File: config.mk
export PLATFORM = sky130hd
export DESIGN_NAME = hkt_queue
export DESIGN_NICKNAME = d
export VERILOG_FILES = /design/src/sv/hkt_queue.sv
export SDC_FILE = /design/constraint.sdc
export NUM_CORES = 1
export LEC_CHECK = 0
export ABC_AREA = 1
export BUFFER_PORTS_ARGS = -buffer_cell sky130_fd_sc_hd__buf_2
export CAP_MARGIN = 20
export CORE_MARGIN = 10
export CORE_UTILIZATION = 53
export CTS_CLUSTER_SIZE = 16
export DETAILED_ROUTE_END_ITERATION = 8
export HOLD_SLACK_MARGIN = 0.05
export PLACE_DENSITY = 0.8
export SLEW_MARGIN = 20
export SYNTH_ARGS = -nofsm -noshare
export SYNTH_HDL_FRONTEND = slang
export SYNTH_SLANG_ARGS = --single-unit
export TNS_END_PERCENT = 10
File: constraint.sdc
create_clock -name i_clk -period 2.7 [get_ports i_clk]
set_clock_uncertainty 0.1 [all_clocks]
set_input_delay 0.54 -clock i_clk [delete_from_list [all_inputs] [get_ports i_clk]]
set_output_delay 0.54 -clock i_clk [all_outputs]
set_load 0.02 [all_outputs]
File: src/sv/hkt_queue.sv
module hkt_queue #(
    parameter int W = 8
) (
    input  logic         i_clk,
    input  logic         i_rst_n,
    input  logic         i_push,
    input  logic [W-1:0] i_data,
    output logic         o_full,
    input  logic         i_pop,
    output logic         o_valid,
    output logic [W-1:0] o_data
);

    logic [W-1:0] r_buf [2];
    logic         r_wp;
    logic         r_rp;
    logic [1:0]   r_cnt;
    logic         w_push;
    logic         w_pop;

    assign w_push  = i_push && (r_cnt != 2'd2);
    assign w_pop   = i_pop && (r_cnt != 2'd0);
    assign o_full  = (r_cnt == 2'd2);
    assign o_valid = (r_cnt != 2'd0);
    assign o_data  = r_buf[r_rp];

    // Two-entry queue between hashing and table work
    always_ff @(posedge i_clk) begin
        if (!i_rst_n) begin
            r_wp  <= 1'b0;
            r_rp  <= 1'b0;
            r_cnt <= 2'd0;
        end else begin
            if (w_push) begin
                r_wp <= ~r_wp;
            end
            if (w_pop) begin
                r_rp <= ~r_rp;
            end
            r_cnt <= r_cnt + 2'(w_push) - 2'(w_pop);
        end
    end

    always_ff @(posedge i_clk) begin
        if (w_push) begin
            r_buf[r_wp] <= i_data;
        end
    end

endmodule

Yosys cells after proc, flatten, opt, wreduce, memory -nomap -nowiden --
Memory sizes are Yosys's and may differ from the RTL's. A register that Yosys moved wholly into a read port is not among the register bits. Cells that the tools add are included.
Storage, ports and cells: bits in writable memories 16, bits in latches 0, logic and storage cells 17, ROM bits 0, memories 1, register bits 4
Memory list:
- r_buf | depth 2, width 8, read ports 1, clocked after memory_dff 1, write ports 1, line 14 | logic [W-1:0] r_buf [2];
Operators by class: shifts and indexed selects 0, $lt $le $gt $ge 0, divide/modulo/power cells 0, bitwise gates (word level) 2, multiplexer cells 4, reductions and logical operators 3, equality and inequality tests 2, multiply operators 0, add/sub/neg operators 2
Operator list (count):
- two-way mux 1 bit | 4
- adder 2 x 1 -> 2 bit | 1
- equality test 2 bit (second input constant) | 1
- logical AND 1 bit | 2
- != test 2 bit (second input constant) | 1
- inverter 1 bit | 2
- nonzero test 2 bit | 1
- subtractor 2 x 1 -> 2 bit | 1

Longest topological paths before layout --
depth in word-level cells 4, mapped depth 11, mapped depth without buffers 11

Least setup slack after synthesis --
No wires, ideal clock.
kind input to register, start point input i_pop, end point register r_cnt[1], setup time 0.115 ns, stages 9, arrival 1.361 ns, buffers on the path 0, slack 1.124 ns, data required time 2.485 ns, cell sequence inv_1 nor2_2 ha_1 inv_1 ha_1 inv_1 nand2_1 a21oi_1 nor2_1
On the way: word-level cells in the longest chain between the ends 2
RTL lines:
- start: declaration | line 9 | input logic i_pop,
- logical AND 1 bit | line 22 | assign w_pop = i_pop && (r_cnt != 2'd0);
- named net w_pop | line 19 | logic w_pop;
- subtractor 2 x 1 -> 2 bit | line 40 | r_cnt <= r_cnt + 2'(w_push) - 2'(w_pop);
- end signal: assignment | line 40
- end: declaration | line 17 | logic [1:0] r_cnt;
The timed path passes the listed nets, and every way through them passes these cells. A chain may end at the register's enable or synchronous reset.

==> out/metrics.csv <==
metric;value;unit
status;completed;
fmax;0.486;GHz
synth_compound_area_share;1.16;%
synth_fp_nets;77;
finalCritPeriodShare;76.2;%
ys_types;11;
ctsResizeCount;0;
grt_pass1_vias;516;
max_cap_violations;0;
yosysSeqAreaShare;67.3;%
finalSetupViolCount;0;
ant_nets;0;
cp_max_fo;8;
worstSetupPathType;reg -> out;
cp_top_family;flip-flops;
synth-simple-area-share;9.43;%
power_frac_seq;48.7;%
power_density;937;mW/mm^2
htreeDepth;1;
dpl.hpwl;1210;um
cts_buffers;3;
synth_top_family_by_area;multiplexers;
synth_xor_area_share;0;%
clock-root-buffer;clkbuf_4;
netlist_instances;63;
dr.pass1.iters;2;
fin_crit;2.06;ns
gr-usage-all-layers;8.10;%
synth_area_leaders;edfxtp_1 56%, mux2_4 14%, dfxtp_1 12%, inv_1 3.9%, nand2_1 3.9%;
routabilityCongestion;0.765;
cts.path.max_buffers;2;
cp_slowest_cell;dfxtp_1;
critPathMaxStageDelay;0.63;ns
synth_top_area_cell;edfxtp_1;
tightest_slew;0.682;ns
post_drt_wl_per_cell;14.3;um
postCtsSetupRepairBufs;0;
row_count;14;
place_ws;0.917;ns
numPortBuffers;21;
start_util;56.6;%
cts_tree;done;
end_kind;primary output;
synth_seq_cells;21;
cp.required;2.06;ns
clk_pin_slew;0.11;ns
r2r_start;r_cnt[0];
yosys.area_share.adder;2.90;%
core;0.00152;mm^2
clkPwrFrac;15.3;%
use_met2;14.0;%
maxSlewViolCount;0;
nets;102;
worst_ep_arrival_time;1.42;ns
synth_area_per_cell;13.7;um^2
synth.top_cell.area_share;55.7;%
grt_pass1_wl;2240;um
syn-cell-area;862;um^2
drive_gt1_share;39.1;%
startpoint_type;flop;
power_frac_comb;36.0;%
grtUsageMet3;3.34;%
drc;0;
met1_usage;8.68;%
grt_start_max_net_pins;13;
antenna_found_initial;0;
die_area;0.00364;mm^2
synthMuxAreaShare;13.9;%
rsz0062_at_grt;no;
clk_latency;0.29;ns
clock-sinks;21;
setup_tns;0;ns
via_per_inst;4.93;
holdBufCountCts;0;
p_leak;0.460;nW
area_growth;16.4;%
p_sw;0.325;mW
cp_num_buf_inv;1;
worst_slack;0.643;ns
max_slew_margin;54.4;%
drt-initial-drc-count;6;
hp-start;i_data[1];
p_int;0.615;mW
worstHoldPathType;in -> reg;
routed-via-count;508;
worstPathCellList;mux2_4 > buf_2;
gr-total-overflow;0;
ios;22;
hold_viol_final;0;
ir_drop;0.575;mV
wl;1470;um
insertedDiodeCount;0;
fillers;122;
yosysWarnings;0;
die_w;60.3;um
switching_share;34.6;%
dieHeight;60.3;um
busiest_layer;met2;
-- per-layer routing --
layer | vias up | share of wire [%]
li1 | 261 | -
met1 | 233 | 38
met2 | 12 | 51
met3 | 2 | 9.6
met4 | 0 | 0.75
met5 | - | 0
-- layout by cell type, fill, tap and decap left out --
master and count:
nor2_2 1, mux2_4 8, clkbuf_4 3, a21oi_1 2, buf_2 21, ha_1 2
nand2_1 9, nand3_1 3, dfxtp_1 5, clkinv_2 1, edfxtp_1 16, inv_1 9
nor2_1 7
-- area by class of cell --
cell class / count / area, um^2 / share of cell area, %
timing repair buffer: 21 / 105 / 10.5
sequential: 21 / 581 / 57.9
multi-input combinational: 32 / 236 / 23.6
tap: 16 / 20.0 / 2.00
clock inverter: 1 / 5.00 / 0.499
clock buffer: 3 / 22.5 / 2.24
inverter: 9 / 33.8 / 3.37
-- power groups by stage --
stage | combinational [mW] | clock (mW) | sequential (mW)
floorplan | 0.279 | 0 | 0.442
global placement | 0.333 | 0 | 0.464
detailed placement | 0.346 | 0 | 0.468
CTS | 0.347 | 0.146 | 0.460
global route | 0.373 | 0.160 | 0.468
finish | 0.338 | 0.144 | 0.458
-- path summary, 6_finish.rpt --
check / depth (start not counted) / slack, ns / endpoint
max: 2 / 0.64 / o_data[1]
min: 1 / 0.33 / r_buf[1][1]
max reg2reg: 10 / 0.99 / r_cnt[1]
min reg2reg: 2 / 0.42 / r_rp
-- flip-flops by register name, indices dropped and copies added (netlist names), named ones only --
name,flops
r_rp,1
r_cnt,2
r_wp,1
r_buf,16
-- cell families after synthesis --
family | after synthesis
flip-flops | 21
AO/OA/AOI/OAI | 2
adder cells (fa/ha/maj) | 2
buffers and inverters | 10
multiplexers | 8
AND/OR/NAND/NOR | 20
-- cells in the mapped netlist --
cell type and n:
buf_6 1, a21oi_1 2, nor2_2 1, dfxtp_1 5
nor2_1 7, nand2_1 9, ha_1 2, nand3_1 3
mux2_4 8, inv_1 9, edfxtp_1 16
-- stage by stage --
| step | power (mW) | instances | utilization (%) | area, um^2 | hold WS (ns) |
|---|---|---|---|---|---|
| global route | 1.00 | 103 | 65.8 | 1000 | 0.318 |
| floorplan | 0.721 | 63 | - | 862 | 0.367 |
| CTS | 0.953 | 103 | 65.8 | 1000 | 0.329 |
| global placement | 0.797 | 99 | 64.0 | 976 | 0.388 |
| detailed placement | 0.814 | 99 | 64.0 | 976 | 0.400 |
| finish | 0.941 | 103 | 65.8 | 1000 | 0.329 |
Power figures use the tool's default switching activity.
