File: config.mk
export PLATFORM = sky130hd
export DESIGN_NAME = hkt_front
export DESIGN_NICKNAME = d
export VERILOG_FILES = /design/src/sv/hkt_pkg.sv /design/src/sv/hkt_front.sv
export SDC_FILE = /design/constraint.sdc
export NUM_CORES = 1
export LEC_CHECK = 0
export BUFFER_PORTS_ARGS = -buffer_cell sky130_fd_sc_hd__clkbuf_2
export CAP_MARGIN = 5
export CORE_MARGIN = 8
export CORE_UTILIZATION = 44
export DETAILED_ROUTE_END_ITERATION = 8
export GPL_TIMING_DRIVEN = 0
export HOLD_SLACK_MARGIN = 0.1
export SETUP_SLACK_MARGIN = 0.5
export SLEW_MARGIN = 15
export SYNTH_ARGS = -nofsm -noshare
export SYNTH_HDL_FRONTEND = slang
export SYNTH_SLANG_ARGS = --single-unit
File: constraint.sdc
create_clock -name i_clk -period 26.8 [get_ports i_clk]
set_clock_uncertainty 0.15 [all_clocks]
set_input_delay 8.04 -clock i_clk [delete_from_list [all_inputs] [get_ports i_clk]]
set_output_delay 8.04 -clock i_clk [all_outputs]
set_load 0.02 [all_outputs]
File: src/sv/hkt_pkg.sv
package hkt_pkg;

    // Request modes; the unused code is served as a lookup
    localparam logic [1:0] MODE_LOOKUP = 2'd0;
    localparam logic [1:0] MODE_INSERT = 2'd1;
    localparam logic [1:0] MODE_REMOVE = 2'd2;
    localparam logic [1:0] MODE_SPARE  = 2'd3;

    // Result status codes
    localparam logic [1:0] ST_OK      = 2'd0;
    localparam logic [1:0] ST_PRESENT = 2'd1;
    localparam logic [1:0] ST_MISSING = 2'd2;
    localparam logic [1:0] ST_FULL    = 2'd3;

    // 64-bit hash constants; the offset basis is not the standard FNV-1 value
    localparam logic [63:0] FNV_BASIS = 64'hcbf29ce484222425;
    localparam int          KEY_BYTES = 14;
    localparam int          HASH_W    = 64;
    localparam int          KEY_W     = 112;
    localparam int          MOD_BITS  = 4;   // remainder bits consumed per cycle

    typedef enum logic [1:0] {
        FR_IDLE,
        FR_HASH,
        FR_MOD,
        FR_PUSH
    } t_front_state;

    typedef enum logic [3:0] {
        BK_CLEAR,
        BK_IDLE,
        BK_HEAD,
        BK_WALK,
        BK_SCAN,
        BK_INS1,
        BK_INS2,
        BK_REM1,
        BK_REM2,
        BK_DONE
    } t_back_state;

    // FNV-1 multiply by 0x100000001b3, modulo 2^64, as shifts and adds
    function automatic logic [63:0] fnv_mul(input logic [63:0] h);
        fnv_mul = (h << 40) + (h << 8) + (h << 7) + (h << 5) + (h << 4) + (h << 1) + h;
    endfunction

endpackage

File: src/sv/hkt_front.sv
module hkt_front #(
    parameter int BUCKETS = 337
) (
    input  logic                                     i_clk,
    input  logic                                     i_rst_n,
    input  logic                                     i_hold,
    input  logic                                     i_valid,
    output logic                                     o_stall,
    input  logic [1:0]                               i_mode,
    input  logic [63:0]                              i_key_low,
    input  logic [47:0]                              i_key_high,
    output logic                                     o_push,
    input  logic                                     i_full,
    output logic [1:0]                               o_mode,
    output logic [63:0]                              o_key_low,
    output logic [47:0]                              o_key_high,
    output logic [$clog2(BUCKETS > 1 ? BUCKETS : 2)-1:0] o_bucket
);

    localparam int BW = $clog2(BUCKETS > 1 ? BUCKETS : 2);
    localparam int RW = BW + 1;
    localparam logic [RW-1:0] BMOD = RW'(BUCKETS);
    localparam logic [3:0] HASH_LAST = 4'(hkt_pkg::KEY_BYTES - 1);
    localparam logic [3:0] MOD_LAST  = 4'(hkt_pkg::HASH_W / hkt_pkg::MOD_BITS - 1);

    hkt_pkg::t_front_state r_state, n_state;
    logic [1:0]  r_mode;
    logic [63:0] r_key_lo;
    logic [47:0] r_key_hi;
    logic [63:0] r_h, n_h;
    logic [RW-1:0] r_rem, n_rem;
    logic [3:0]  r_cnt, n_cnt;
    logic [hkt_pkg::KEY_W-1:0] w_key;
    logic [7:0]  w_byte;
    logic        w_accept;

    assign w_accept = i_valid && !o_stall;
    assign w_key    = {r_key_hi, r_key_lo};
    assign w_byte   = w_key[8*r_cnt +: 8];

    // Next state
    always_comb begin
        n_state = r_state;
        case (r_state)
            hkt_pkg::FR_IDLE: if (w_accept) n_state = hkt_pkg::FR_HASH;
            hkt_pkg::FR_HASH: if (r_cnt == HASH_LAST) n_state = hkt_pkg::FR_MOD;
            hkt_pkg::FR_MOD:  if (r_cnt == MOD_LAST) n_state = hkt_pkg::FR_PUSH;
            hkt_pkg::FR_PUSH: if (!i_full) n_state = hkt_pkg::FR_IDLE;
            default:          n_state = hkt_pkg::FR_IDLE;
        endcase
    end

    // Hash one byte a cycle, then reduce four bits a cycle
    always_comb begin
        logic [RW-1:0] rem;
        rem   = r_rem;
        n_h   = r_h;
        n_rem = r_rem;
        n_cnt = r_cnt;
        case (r_state)
            hkt_pkg::FR_IDLE: begin
                n_h   = hkt_pkg::FNV_BASIS;
                n_cnt = 4'd0;
            end
            hkt_pkg::FR_HASH: begin
                n_h   = hkt_pkg::fnv_mul(r_h) ^ {56'd0, w_byte};
                n_cnt = (r_cnt == HASH_LAST) ? 4'd0 : r_cnt + 4'd1;
                n_rem = '0;
            end
            hkt_pkg::FR_MOD: begin
                for (int k = 0; k < hkt_pkg::MOD_BITS; k++) begin
                    rem = {rem[RW-2:0], r_h[hkt_pkg::HASH_W-1-k]};
                    if (rem >= BMOD) begin
                        rem = rem - BMOD;
                    end
                end
                n_rem = rem;
                n_h   = r_h << hkt_pkg::MOD_BITS;
                n_cnt = r_cnt + 4'd1;
            end
            default: begin
                n_cnt = r_cnt;
            end
        endcase
    end

    always_ff @(posedge i_clk) begin
        if (!i_rst_n) begin
            r_state <= hkt_pkg::FR_IDLE;
        end else begin
            r_state <= n_state;
        end
    end

    always_ff @(posedge i_clk) begin
        r_h   <= n_h;
        r_rem <= n_rem;
        r_cnt <= n_cnt;
        if (w_accept) begin
            r_mode   <= i_mode;
            r_key_lo <= i_key_low;
            r_key_hi <= i_key_high;
        end
    end

    assign o_stall    = (r_state != hkt_pkg::FR_IDLE) || i_hold;
    assign o_push     = (r_state == hkt_pkg::FR_PUSH);
    assign o_mode     = r_mode;
    assign o_key_low  = r_key_lo;
    assign o_key_high = r_key_hi;
    assign o_bucket   = r_rem[BW-1:0];

endmodule

Yosys cells after proc, flatten, opt, wreduce, memory -nomap -nowiden
Cells that the tools add are included.

Bits in registers: 193.

Add/subtract/negate cells: 11. Magnitude comparators: 4. Eq/ne operators: 9. Shifts and indexed selects: 1. Muxes and demuxes: 16. Bitwise operators: 1. Reductions and logical operators: 8.

Operators with widths (number): adder 64 bit (6); one-hot mux 64 bit (3 select lines) (1); variable part select 112 x 8 -> 8 bit (1); bitwise XOR 64 x 8 -> 64 bit (1); two-way mux 9 bit (7); greater-or-equal comparator 10 x 9 -> 1 bit, second input constant (4); subtractor 9 bit, second input constant (4); one-hot mux 9 bit (2 select lines) (1); one-hot mux 4 bit (3 select lines) (1); == test 4 bit, second input constant (2); two-way mux 2 bit (4); inequality test 2 bit, second input constant (4); one-hot mux 2 bit (4 select lines) (1); adder 4 x 1 -> 4 bit, second input constant (1); == test 2 bit, second input constant (2); two-way mux 4 bit (1); AND reduction 4 bit (1); nonzero test 2 bit (2); nonzero test 3 bit (1); == test 2 x 1 -> 1 bit, second input constant (1); logical NOT 2 bit (1); logical AND 1 bit (1); logical NOT 1 bit (1); logical OR 1 bit (1).

Longest topological paths before layout
Word-level depth: 12. Depth in mapped cells: 28. Depth with buffers taken out: 27.

Least setup slack after synthesis
No wires, ideal clock.

Kind: input -> output. Start: in i_hold. End: out o_stall. Arrival: 8264 ps. Data required time: 18610 ps. Setup slack: 10346 ps. Stages on the path: 1. Path buffers: 0. Path through: nand2b_1.

Longest elaborated chain between the ends: 1.

Ends and longest elaborated chain: from (decl) (RTL line hkt_front.sv:6) `input logic i_hold,`; logical OR 1 bit (RTL line hkt_front.sv:106) `assign o_stall = (r_state != hkt_pkg::FR_IDLE) || i_hold;`; to (decl) (RTL line hkt_front.sv:8) `output logic o_stall,`.

No other way between the ends.

Worst setup path after layout
Ends and elaborated chain as after synthesis.

==> metrics.md <==
| Metric | Value |
|---|---|
| Result of the run | completed |
| Overall global routing resource usage | between 20% and 30% |
| Count of flip-flops with a built-in enable after synthesis | around 190 |
| DRC Markers | 0 |
| Worst rel slew slack | roughly 30% |
| Cts hold-fix bufs | 0 |
| Clock root buffer | clkbuf_16 |
| # rows | 76 |
| WS Path Type | input pin to primary output |
| Depth of the CTS H-tree | 4 |
| Total Die Area | ~50000 um^2 |
| Unrepaired setup endpoints after global routing | no |
| Post-synthesis to final-layout area growth | 13.7% |
| Critical path startpoint category | input pin |
| Antenna Violating Nets Remaining | 0 |
| Clock latency on the worst-skew pair | ~0.46 ns |
| Endpoint class of the critical path | primary output |
| Total routed wirelength | around 50 mm |
| Total of buffers placed on input and output ports | roughly 240 |
| Starting Density | about 44% |
| Num ports | 244 |
| Share of post-route cells with drive strength above 1 | roughly 18% |
| YS warnings | 0 |
| Sinks on Clock Net | around 190 |
| Tightest Pin Transition | about 1.0 ns |
| Fmax | between 60 and 70 MHz |
| Number of setup buffers added after CTS | 0 |
| First DRT Iteration DRCs | roughly 1100 |
| Worst EP required | 18.61 ns |
| Top layer used by detailed routing | met4 |
| CP Max Fanout | 2 |
| WL met3 | 3.34 mm |
| Synth Instances | between 1500 and 2000 |
| Via count | around 14000 |
| Vertical die dimension | roughly 220 um |
| Part of the Yosys area used for sequential elements | 30.5% |
| Global-route congestion overflow total | 0 |
| Final hold violation count | 0 |
| Total nets after synthesis | 2116 |
| Length of routed wiring on met1 | 21.8 mm |
| Die width | 223 um |
| Worst path arrival time | around 8.5 ns |
| Maximum number of pins on one net before global-route repair | 38 |
| Post-detailed-route wirelength per cell | between 20 and 25 um |
| Clock tree from TritonCTS | yes |
| Number of antenna violations at the first check in global routing | 1 |
| Via count normalized by instance count | 5.56 |
| Time the final worst path needs with I/O delays and setup | 16.66 ns |
| Post-DP HPWL | around 41 mm |
| Total length of routed met2 wires | between 20 and 25 mm |
| Sequential standard cell area | a little under 6000 um^2 |
| Post-synth top flop | edfxtp_1 |
| CTS clk-pin slew, worst paths | roughly 0.07 ns |
| Share of the clock period used by the worst path after layout | 62.2% |
| Proportion of synthesized flip-flops having asynchronous set or reset | 0% |
| Total Nets Final | ~2400 |
| GPL Wtd Cong | between 0.8 and 0.9 |
| Area of the core region | between 40000 and 50000 um^2 |
| Post-cts resize count | 0 |
| Total Neg Setup Slack | 0 ns |
| Number of filler instances in the final layout | around 3800 |
| Total standard cell area after synthesis | between 15000 and 20000 um^2 |
| # Max-Cap Violations | 0 |
| First-pass GRT wire length | between 80 and 90 mm |
| Class of the most critical hold timing path | register to register |
| Inserted Clock Buffers | 17 |
| Number of storage elements in the synthesis netlist | around 190 |
| Via count of the first global-routing pass | approximately 15000 |
| Multi-input gate area | between 10000 and 15000 um^2 |
| Setup violations, final | 0 |
| Max Root-Sink Buffers | 2 |
| Pre-Repair DR Iteration Count | 5 |
| Count of final max-slew check failures | 0 |
| Count of different cell masters after synthesis | 93 |
| Synthesized area per cell | between 10 and 15 um^2 |
[per-layer routing]
layer / vias to the layer above / global-route usage, %
li1: 6308 / -
met2: 458 / 34.1
met1: 6801 / 27.2
met5: - / 0
met4: 0 / 6.07
met3: 72 / 5.11
[sequential cells by signal, indices dropped and copies added, names as in the netlist]
register / count
o_key_high: 48
o_key_low: 64
o_mode: 2
r_cnt: 4
r_h: 64
r_rem: 9
r_state: 2
[layout make-up]
class	instances	area share, %
Antenna cell	1	0.0116
Buffer	44	0.895
Clock buffer	18	1.99
Clock inverter	13	0.651
Inverter	232	4.06
Multi-Input combinational cell	1156	56.2
Sequential cell	193	26.8
Tap cell	546	3.17
Timing Repair Buffer	248	6.18
[stage by stage]
stage               instance area (um^2)  utilization [%]  setup slack [ns]  hold WS [ns]  std cells
floorplan                          18900                -             10.35         0.360       1625
global placement                   20800             48.7             10.20         0.392       2414
detailed placement                 21000             49.0             10.14         0.414       2419
CTS                                21500             50.3             10.14         0.425       2450
global route                       21500             50.3             10.12         0.472       2451
finish                             21500             50.3             10.14         0.420       2451
[path summary, 6_finish.rpt]
path	to	from	slack [ns]	depth (start not counted)
max	o_stall	i_hold	10.14	3
min	r_state[0]$_SDFFE_PN0P_	r_state[0]$_SDFFE_PN0P_	0.42	2
max reg2reg	r_rem[6]$_SDFFCE_PN0P_	r_rem[0]$_SDFFCE_PN0P_	19.32	26
min reg2reg	r_state[0]$_SDFFE_PN0P_	r_state[0]$_SDFFE_PN0P_	0.42	2
[critical path, cell delays in order]
cell	delay, ns
clkbuf_2	0.07
nand2b_1	0.18
clkbuf_2	0.18
[Yosys cell counts, drive strengths merged (6+ instances only)]
cell | count | area (um^2)
a21o | 27 | 203
o211ai | 16 | 120
nand2 | 89 | 334
fa | 251 | 5020
nor3 | 17 | 85.1
and3 | 12 | 75.1
edfxtp | 191 | 5740
mux4 | 21 | 473
buf | 11 | 68.8
and2 | 10 | 62.6
or3 | 7 | 43.8
nand2b | 8 | 50.1
ha | 121 | 1510
xor2 | 29 | 273
o31ai | 6 | 45.0
mux2 | 6 | 67.6
o21ai | 86 | 442
xnor2 | 58 | 508
mux2i | 30 | 304
o21a | 12 | 97.6
a31o | 7 | 61.3
or2 | 10 | 62.6
nor2 | 54 | 219
inv | 231 | 867
nor2b | 6 | 37.5
and4 | 6 | 55.1
clkbuf | 33 | 124
a31oi | 11 | 68.8
a21oi | 78 | 394
a221o | 27 | 270
o22ai | 11 | 68.8
nand3 | 28 | 140
nand4 | 10 | 62.6
a211oi | 17 | 138
[placed cells by master, fill, tap and decap left out, types with 16 or more instances in the layout]
master	count
nand2_1	89
fa_1	251
ha_1	121
clkbuf_1	34
o21ai_0	77
a21o_1	27
clkbuf_16	17
edfxtp_1	191
clkbuf_2	243
a21oi_1	77
o211ai_1	16
inv_1	230
xnor2_1	58
mux4_2	21
mux2i_1	29
nor3_1	17
nand3_1	28
xor2_1	28
nor2_1	52
a221o_1	27
[cells by family (layout without fill, tap and decap cells)]
group                    count (synthesis)  after routing  synth area share, %
AO/OA/AOI/OAI                          363            363                 13.4
XOR/XNOR                                87             87                 4.12
adder cells (fa/ha/maj)                372            372                 34.5
buffers and inverters                  276            555                 5.62
flip-flops                             193            193                 30.5
multiplexers                            57             57                 4.46
other                                    0              1                    0
AND/OR/NAND/NOR                        277            277                 7.43
Power is not shown: default switching activity piles up to over one toggle a cycle in this logic, so the estimate is an artifact.
